==> src/rtl/core/krs_pkg.sv <==
// ----------------------------------------------------------------------------
// krs_pkg
// Types and codes used by the keyed record stack and its testbench.
// ----------------------------------------------------------------------------
package krs_pkg;

    localparam int KIND_W  = 3;
    localparam int KEY_W   = 32;
    localparam int QTY_W   = 32;
    localparam int ST_W    = 2;
    localparam int ERR_W   = 2;
    localparam int REC_W   = KEY_W + QTY_W + ST_W;
    localparam int TDATA_W = 72;

    // command kinds
    localparam logic [KIND_W-1:0] KIND_PUSH   = 3'd0;
    localparam logic [KIND_W-1:0] KIND_POP    = 3'd1;
    localparam logic [KIND_W-1:0] KIND_PEEK   = 3'd2;
    localparam logic [KIND_W-1:0] KIND_SEARCH = 3'd3;
    localparam logic [KIND_W-1:0] KIND_UPDATE = 3'd4;

    // result codes
    localparam logic [ERR_W-1:0] ERR_OK        = 2'd0;
    localparam logic [ERR_W-1:0] ERR_EMPTY     = 2'd1;
    localparam logic [ERR_W-1:0] ERR_NOT_FOUND = 2'd2;
    localparam logic [ERR_W-1:0] ERR_FULL      = 2'd3;

    // one stored record, key in the lowest bits
    typedef struct packed {
        logic [ST_W-1:0]  status;
        logic [QTY_W-1:0] quantity;
        logic [KEY_W-1:0] record_key;
    } t_rec;

endpackage

==> src/rtl/core/krs_ram.sv <==
// ----------------------------------------------------------------------------
// krs_ram
// Generic single-port-write, single-port-read RAM with registered read data.
// ----------------------------------------------------------------------------
module krs_ram #(
    parameter int WIDTH = 66,
    parameter int DEPTH = 16,
    localparam int AW   = (DEPTH > 1) ? $clog2(DEPTH) : 1
) (
    input  logic                 i_clk,
    input  logic                 i_we,
    input  logic [AW-1:0]        i_waddr,
    input  logic [WIDTH-1:0]     i_wdata,
    input  logic [AW-1:0]        i_raddr,
    output logic [WIDTH-1:0]     o_rdata
);

    logic [WIDTH-1:0] r_mem [DEPTH];
    logic [WIDTH-1:0] r_rdata;

    always_ff @(posedge i_clk) begin
        if (i_we) begin
            r_mem[i_waddr] <= i_wdata;
        end
        r_rdata <= r_mem[i_raddr];
    end

    assign o_rdata = r_rdata;

endmodule

==> src/rtl/core/keyed_record_stack.sv <==
// ----------------------------------------------------------------------------
// keyed_record_stack
// Bounded LIFO stack of records (key, quantity, status) with search and
// status update by key, scanned from the top with one shared comparator.
// ----------------------------------------------------------------------------
// usage:
//   slave stream carries one command per transaction: tuser is the kind,
//   tdata holds record_key, quantity and status. master stream returns one
//   result per command: error_code, out_key, out_quantity, out_status.
//   push, unused kinds and any pop, peek, search or update on an empty
//   stack answer in the cycle after the command is taken.
//   pop and peek on a non-empty stack read the top entry through the
//   registered ram port and answer through the output register. search and update walk
//   the stack from the top, one ram read per cycle into the comparator, and
//   answer once a key matches or the bottom entry has been compared.
//   only one command is in work at a time; s_axis_tready is low while a
//   scan runs. a result waiting in the output register does not block the
//   next command if the receiver takes it in that same cycle, so pushes,
//   unused kinds and commands on an empty stack can follow back to back.
//   reset empties the stack (fill count to zero) and drops any pending
//   result; the record ram is not cleared. while the receiver stalls the
//   result holds and no further command is taken.
// ----------------------------------------------------------------------------
module keyed_record_stack #(
    parameter int DEPTH = 16
) (
    input  logic                        i_clk,
    input  logic                        i_rst_n,
    input  logic                        s_axis_tvalid,
    output logic                        s_axis_tready,
    // record_key [31:0], quantity [63:32], status [65:64], zero pad [71:66]
    input  logic [krs_pkg::TDATA_W-1:0] s_axis_tdata,
    // kind [2:0]
    input  logic [krs_pkg::KIND_W-1:0]  s_axis_tuser,
    output logic                        m_axis_tvalid,
    input  logic                        m_axis_tready,
    // error_code [1:0], out_key [33:2], out_quantity [65:34],
    // out_status [67:66], zero pad [71:68]
    output logic [krs_pkg::TDATA_W-1:0] m_axis_tdata
);

    localparam int AW = (DEPTH > 1) ? $clog2(DEPTH) : 1;
    localparam int CW = $clog2(DEPTH + 1);

    typedef enum logic [0:0] {S_IDLE, S_SCAN} t_state;

    t_state                       r_state, n_state;
    logic [CW-1:0]                r_count, n_count;
    logic [AW-1:0]                r_ptr, n_ptr;
    logic [CW-1:0]                r_left, n_left;
    logic                         r_pend, n_pend;
    logic [AW-1:0]                r_cmp, n_cmp;
    logic [krs_pkg::KIND_W-1:0]   r_kind, n_kind;
    logic [krs_pkg::KEY_W-1:0]    r_key, n_key;
    logic [krs_pkg::ST_W-1:0]     r_st, n_st;
    logic                         r_out_valid, n_out_valid;
    logic [krs_pkg::ERR_W-1:0]    r_out_err, n_out_err;
    krs_pkg::t_rec                r_out_rec, n_out_rec;

    logic                         w_s_acc;
    krs_pkg::t_rec                w_in_rec;
    krs_pkg::t_rec                w_rd_rec;
    logic [krs_pkg::REC_W-1:0]    w_rdata;
    logic [CW-1:0]                w_top;
    logic                         w_full;
    logic                         w_empty;
    logic                         w_any;
    logic                         w_hit;
    logic                         w_we;
    logic [AW-1:0]                w_waddr;
    krs_pkg::t_rec                w_wrec;

    assign w_in_rec.record_key = s_axis_tdata[31:0];
    assign w_in_rec.quantity   = s_axis_tdata[63:32];
    assign w_in_rec.status     = s_axis_tdata[65:64];

    assign s_axis_tready = (r_state == S_IDLE) && (!r_out_valid || m_axis_tready);
    assign w_s_acc       = s_axis_tvalid && s_axis_tready;

    assign w_top   = r_count - CW'(1);
    assign w_full  = (r_count == CW'(DEPTH));
    assign w_empty = (r_count == '0);
    assign w_rd_rec = krs_pkg::t_rec'(w_rdata);

    // pop and peek take whatever sits on top, search and update need a key match
    assign w_any = (r_kind == krs_pkg::KIND_POP) || (r_kind == krs_pkg::KIND_PEEK);
    assign w_hit = (r_state == S_SCAN) && r_pend &&
                   (w_any || (w_rd_rec.record_key == r_key));

    krs_ram #(
        .WIDTH (krs_pkg::REC_W),
        .DEPTH (DEPTH)
    ) u_ram (
        .i_clk   (i_clk),
        .i_we    (w_we),
        .i_waddr (w_waddr),
        .i_wdata (w_wrec),
        .i_raddr (r_ptr),
        .o_rdata (w_rdata)
    );

    always_comb begin
        n_state     = r_state;
        n_count     = r_count;
        n_ptr       = r_ptr;
        n_left      = r_left;
        n_pend      = r_pend;
        n_cmp       = r_cmp;
        n_kind      = r_kind;
        n_key       = r_key;
        n_st        = r_st;
        n_out_valid = r_out_valid && !m_axis_tready;
        n_out_err   = r_out_err;
        n_out_rec   = r_out_rec;
        w_we        = 1'b0;
        w_waddr     = r_cmp;
        w_wrec      = w_rd_rec;
        w_wrec.status = r_st;

        case (r_state)
            S_IDLE: begin
                if (w_s_acc) begin
                    n_kind = s_axis_tuser;
                    n_key  = w_in_rec.record_key;
                    n_st   = w_in_rec.status;
                    n_pend = 1'b0;
                    case (s_axis_tuser)
                        krs_pkg::KIND_PUSH: begin
                            n_out_valid = 1'b1;
                            if (w_full) begin
                                n_out_err = krs_pkg::ERR_FULL;
                                n_out_rec = '0;
                            end else begin
                                w_we      = 1'b1;
                                w_waddr   = r_count[AW-1:0];
                                w_wrec    = w_in_rec;
                                n_count   = r_count + CW'(1);
                                n_out_err = krs_pkg::ERR_OK;
                                n_out_rec = w_in_rec;
                            end
                        end
                        krs_pkg::KIND_POP, krs_pkg::KIND_PEEK: begin
                            if (w_empty) begin
                                n_out_valid = 1'b1;
                                n_out_err   = krs_pkg::ERR_EMPTY;
                                n_out_rec   = '0;
                            end else begin
                                n_ptr   = w_top[AW-1:0];
                                n_left  = CW'(1);
                                n_state = S_SCAN;
                            end
                        end
                        krs_pkg::KIND_SEARCH, krs_pkg::KIND_UPDATE: begin
                            if (w_empty) begin
                                n_out_valid = 1'b1;
                                n_out_err   = krs_pkg::ERR_NOT_FOUND;
                                n_out_rec   = '0;
                            end else begin
                                n_ptr   = w_top[AW-1:0];
                                n_left  = r_count;
                                n_state = S_SCAN;
                            end
                        end
                        default: begin
                            n_out_valid = 1'b1;
                            n_out_err   = krs_pkg::ERR_OK;
                            n_out_rec   = '0;
                        end
                    endcase
                end
            end
            S_SCAN: begin
                if (w_hit) begin
                    n_out_valid = 1'b1;
                    n_out_err   = krs_pkg::ERR_OK;
                    n_out_rec   = w_rd_rec;
                    if (r_kind == krs_pkg::KIND_UPDATE) begin
                        w_we             = 1'b1;
                        n_out_rec.status = r_st;
                    end
                    if (r_kind == krs_pkg::KIND_POP) begin
                        n_count = w_top;
                    end
                    n_pend  = 1'b0;
                    n_state = S_IDLE;
                end else if (r_pend && (r_left == '0)) begin
                    // bottom entry compared without a match
                    n_out_valid = 1'b1;
                    n_out_err   = krs_pkg::ERR_NOT_FOUND;
                    n_out_rec   = '0;
                    n_pend      = 1'b0;
                    n_state     = S_IDLE;
                end else if (r_left != '0) begin
                    // issue next read while the previous one is compared
                    n_pend = 1'b1;
                    n_cmp  = r_ptr;
                    n_ptr  = r_ptr - AW'(1);
                    n_left = r_left - CW'(1);
                end else begin
                    n_pend = 1'b0;
                end
            end
            default: begin
                n_state = S_IDLE;
            end
        endcase
    end

    always_ff @(posedge i_clk) begin
        if (!i_rst_n) begin
            r_state     <= S_IDLE;
            r_count     <= '0;
            r_pend      <= 1'b0;
            r_out_valid <= 1'b0;
        end else begin
            r_state     <= n_state;
            r_count     <= n_count;
            r_pend      <= n_pend;
            r_out_valid <= n_out_valid;
        end
        r_ptr     <= n_ptr;
        r_left    <= n_left;
        r_cmp     <= n_cmp;
        r_kind    <= n_kind;
        r_key     <= n_key;
        r_st      <= n_st;
        r_out_err <= n_out_err;
        r_out_rec <= n_out_rec;
    end

    assign m_axis_tvalid = r_out_valid;
    assign m_axis_tdata  = {4'b0, r_out_rec.status, r_out_rec.quantity,
                            r_out_rec.record_key, r_out_err};

    // fill count never passes the stack depth
    a_count_bound: assert property (@(posedge i_clk) disable iff (!i_rst_n)
        r_count <= CW'(DEPTH))
        else $error("fill count above depth");

    // a scan always finds the output register free when it finishes
    a_scan_out_free: assert property (@(posedge i_clk) disable iff (!i_rst_n)
        (r_state == S_SCAN) |-> !r_out_valid)
        else $error("output register busy during scan");

    // a compare is only pending inside a scan
    a_pend_in_scan: assert property (@(posedge i_clk) disable iff (!i_rst_n)
        r_pend |-> (r_state == S_SCAN))
        else $error("pending compare outside scan");

    // a successful pop removes exactly one record
    a_pop_count: assert property (@(posedge i_clk) disable iff (!i_rst_n)
        (w_hit && (r_kind == krs_pkg::KIND_POP)) |=> (r_count == $past(w_top)))
        else $error("pop did not drop one record");

    // ram writes come only from a push on accept or an update hit
    a_write_src: assert property (@(posedge i_clk) disable iff (!i_rst_n)
        w_we |-> ((w_s_acc && (s_axis_tuser == krs_pkg::KIND_PUSH)) ||
                  (w_hit && (r_kind == krs_pkg::KIND_UPDATE))))
        else $error("unexpected record write");

endmodule

==> config.mk <==
export PLATFORM = sky130hd
export DESIGN_NAME = keyed_record_stack
export DESIGN_NICKNAME = d
export VERILOG_FILES = /design/src/rtl/core/krs_pkg.sv /design/src/rtl/core/krs_ram.sv /design/src/rtl/core/keyed_record_stack.sv
export SDC_FILE = /design/constraint.sdc
export NUM_CORES = 1
export LEC_CHECK = 0
export BUFFER_PORTS_ARGS = -buffer_cell sky130_fd_sc_hd__buf_2
export CAP_MARGIN = 20
export CORE_AREA = 2 2 400 402
export CTS_BUF_LIST = sky130_fd_sc_hd__clkbuf_4 sky130_fd_sc_hd__clkbuf_8 sky130_fd_sc_hd__clkbuf_16
export CTS_CLUSTER_DIAMETER = 100
export DETAILED_ROUTE_END_ITERATION = 16
export DIE_AREA = 0 0 402 404
export PLACE_DENSITY = 0.44
export SETUP_SLACK_MARGIN = 0.15
export SYNTH_ARGS = -nofsm -noshare
export SYNTH_HDL_FRONTEND = slang
export SYNTH_HIERARCHICAL = 1
export SYNTH_SLANG_ARGS = --single-unit
==> constraint.sdc <==
create_clock -name i_clk -period 21.3 [get_ports i_clk]
set_clock_uncertainty 0.2 [all_clocks]
set_input_delay 1.065 -clock i_clk [delete_from_list [all_inputs] [get_ports i_clk]]
set_output_delay 1.065 -clock i_clk [all_outputs]
set_load 0.05 [all_outputs]
==> summary.md <==
| Metric | Value |
|---|---|
| Worst setup path category | `reg -> reg` |
| Lkg Pwr | `about 18 nW` |
| Vias in the first global route | `24,252` |
| Initial antenna violation count | `10` |
| Final setup viols | `0` |
| Final min period | `slightly below 6000 ps` |
| GR Util All Layers | `0.158` |
| Initial core utilization | `0.299` |
| Worst Setup End Kind | `flip-flop` |
| GRT met1 Usage | `0.217` |
| CP peak stage delay | `1030 ps` |
| Delay-heaviest family, CP | `buffers and inverters` |
| Post-synthesis to final-layout area growth | `16.5%` |
| Synth Flop Type | `edfxtp_1` |
| Hold_buf cts | `0` |
| Global route total overflow | `0` |
| TritonCTS buffer count | `138` |
| CP Buf/Inv Count | `5` |
| Gate Count Post-Synth | `about 2,200` |
| Most used cell along the critical path | `buf_4` |
| Cell Pwr Density | `103 nW/um^2` |
| Max cap viols | `0` |
| Residual antenna-violating net count after detailed routing | `0` |
| Clk Latency, worst-skew pair | `760 ps` |
| Port bufs | `about 140` |
| Synth unique cells | `52` |
| Vias | `about 23,000` |
| Max-slew headroom at the worst pin | `0.193` |
| Final Power | `approximately 5.6 mW` |
| Syn avg cell area | `about 22 sq um` |
| Most numerous cell in the Yosys netlist | `edfxtp_1` |
| CTS clk-pin slew, worst paths | `60 ps` |
| GR peak layer | `met2` |
| Req. time, crit path | `21,470 ps` |
| Detailed placement HPWL | `around 65,000 microns` |
| Data arrival, critical path | `6120 ps` |
| Met2 usage | `0.257` |
| Die height | `404 microns` |
| Max Fclk | `168 MHz` |
| Type of origin of the critical path | `flip-flop` |
| Post-synthesis register bit count | `1,248` |
| Number of remaining DRC errors | `0` |
| Row cnt | `around 150` |
| Final std cells w/o fill | `around 4,600` |
| Fillcell total | `14,711` |
| Post-synth ARST share | `0` |
| Bufs on Longest Clock Path | `3` |
| Routed Wire Length | `129,000 microns` |
| Die Area | `162,000 sq um` |
| Pin count of the biggest net entering global routing | `103` |
| M3 GR Usage | `0.0282` |
| IO Pins | `153` |
| GPL Wtd Cong | `0.723` |
| Cell area after synthesis | `47,300 sq um` |
| Router iterations before antenna repair | `5` |
| Setup Buffers After CTS | `0` |
| Vias per inst | `5.02` |
| Global-route wire length before repair | `181,000 microns` |
| Crit-path max FO | `47` |
| Top cells by count, synth | `edfxtp_1 (1,174), mux4_2 (264), a22oi_1 (133)` |
| Sink Count | `1,248` |
| IR Drop Worst-Case VDD | `approximately 0.000072 V` |
| Final Max Slew Viols | `0` |
| CTS tree | `yes` |
| Root buf cell | `clkbuf_16` |
| Synth warnings | `6` |
| Hold WC Path Type | `in -> reg` |
| Post-cts resize count | `0` |
| Fin crit share | `0.280` |
| Final hold vios | `0` |
| Yosys top cell area share | `0.746` |
| Die W | `402 microns` |
| Final nets | `2,469` |
| CTS HTree Levels | `4` |
| Post-synthesis sequential area ratio | `0.777` |
| Share of cells above drive strength 1 | `0.318` |
| Final Util | `0.349` |
| Post-synth EDFFs | `1,174` |
| RSZ-0062 raised after global routing | `false` |
| Worst Tran Pin Value | `1200 ps` |
| Top cell type by total area after synthesis | `edfxtp_1` |
| Min Hold Slack | `roughly 310 ps` |
| Worst-path cell chain | `nor2b_1 > nand2_1 > inv_2 > buf_4 > nand3_4 > buf_4 > o21ai_0 > nand2_1 > nor2_4 > buf_4 > buf_4` |
| Core Footprint | `158,000 sq um` |
| Largest cells by area after synthesis | `edfxtp_1 (75%), mux4_2 (13%), dfxtp_1 (3.1%)` |
| Max stage delay cell, worst path | `o21ai_0` |
| Routed length per placed instance | `28.1 microns` |
| Outcome | `complete, no violations` |
| Setup TNS | `0 ps` |
| Initial drt markers | `between 2,000 and 2,500` |
| Placed Cells | `4,315` |
## power breakdown
group	switching [mW]	total, mW	internal, mW
Clock	0.960	2.34	1.38
Sequential	0.0332	2.85	2.81
Combinational	0.328	0.457	0.129
Total	1.32	5.65	4.33
## per-stage QoR
| step | cell area [sq um] | worst slack [ps] |
|---|---|---|
| 6_report | 55000 | 15340 |
| 5_1_grt | 55000 | 15010 |
| 4_1_cts | 55000 | 14620 |
| 3_5_place_dp | 50500 | 14100 |
| 3_3_place_gp | 50500 | 14240 |
| 2_1_floorplan | 47300 | 12610 |
## routing by layer
metal / vias to the layer above / routed length [microns]
met2: 689 / 61700
met3: 188 / 7060
li1: 9613 / -
met4: 8 / 2980
met1: 12439 / 56900
met5: - / 51
## layout by cell type (no fill, tap or decap), drive strengths merged, types with 7 or more instances in the layout
cell type	n
nand4	8
buf	201
nor3	7
nor2	24
edfxtp	1174
clkinv	56
mux4	264
xnor2	38
a21oi	12
a32o	66
dfxtp	74
o21ai	13
bufinv	9
inv	18
nand2	83
clkbuf	175
a22oi	133
mux2	68
## cell type report
class                      instances  area [sq um]  area share
sequential                      1248         36700       0.667
multi-input combinational        785         10000       0.182
clock buffer                     175          3830      0.0695
tap                             2072          2590      0.0471
timing repair buffer             201          1180      0.0214
clock inverter                    79           642      0.0117
inverter                          10          37.5    0.000682
antenna                            3          7.51    0.000136
## sequential cells by signal (all words and copies together), names as in the netlist
signal and count:
r_pend 1, r_count 5, u_ram/o_rdata 66, r_cmp 4, r_st 2, m_axis_tdata 66, r_ptr 4, r_kind 3
m_axis_tvalid 1, r_left 5, r_state 1, r_out_err 2, u_ram/r_mem 1056, r_key 32
## final timing paths
path | startpoint | to | slack [ps] | depth (start not counted)
setup / recovery | r_state | u_ram/r_mem[3][4] | 15340 | 11
hold / removal | s_axis_tdata[16] | r_key[16] | 310 | 1
setup reg to reg | r_state | u_ram/r_mem[3][4] | 15340 | 11
hold reg to reg | m_axis_tvalid | m_axis_tvalid | 340 | 2
## cell families (layout without fill, tap and decap cells)
group	after synthesis	count (layout)	share of synthesized area
adders and majority gates	6	6	0.00159
buffers and inverters	136	465	0.0143
other	1	7	0.0000794
and+or+nand+nor	156	156	0.0152
muxes	333	333	0.142
DFF	1248	1248	0.777
AOI/OAI and AO/OA	246	246	0.0417
xor gates and xnor gates	40	40	0.00741
(Power assumes the default switching activity.)
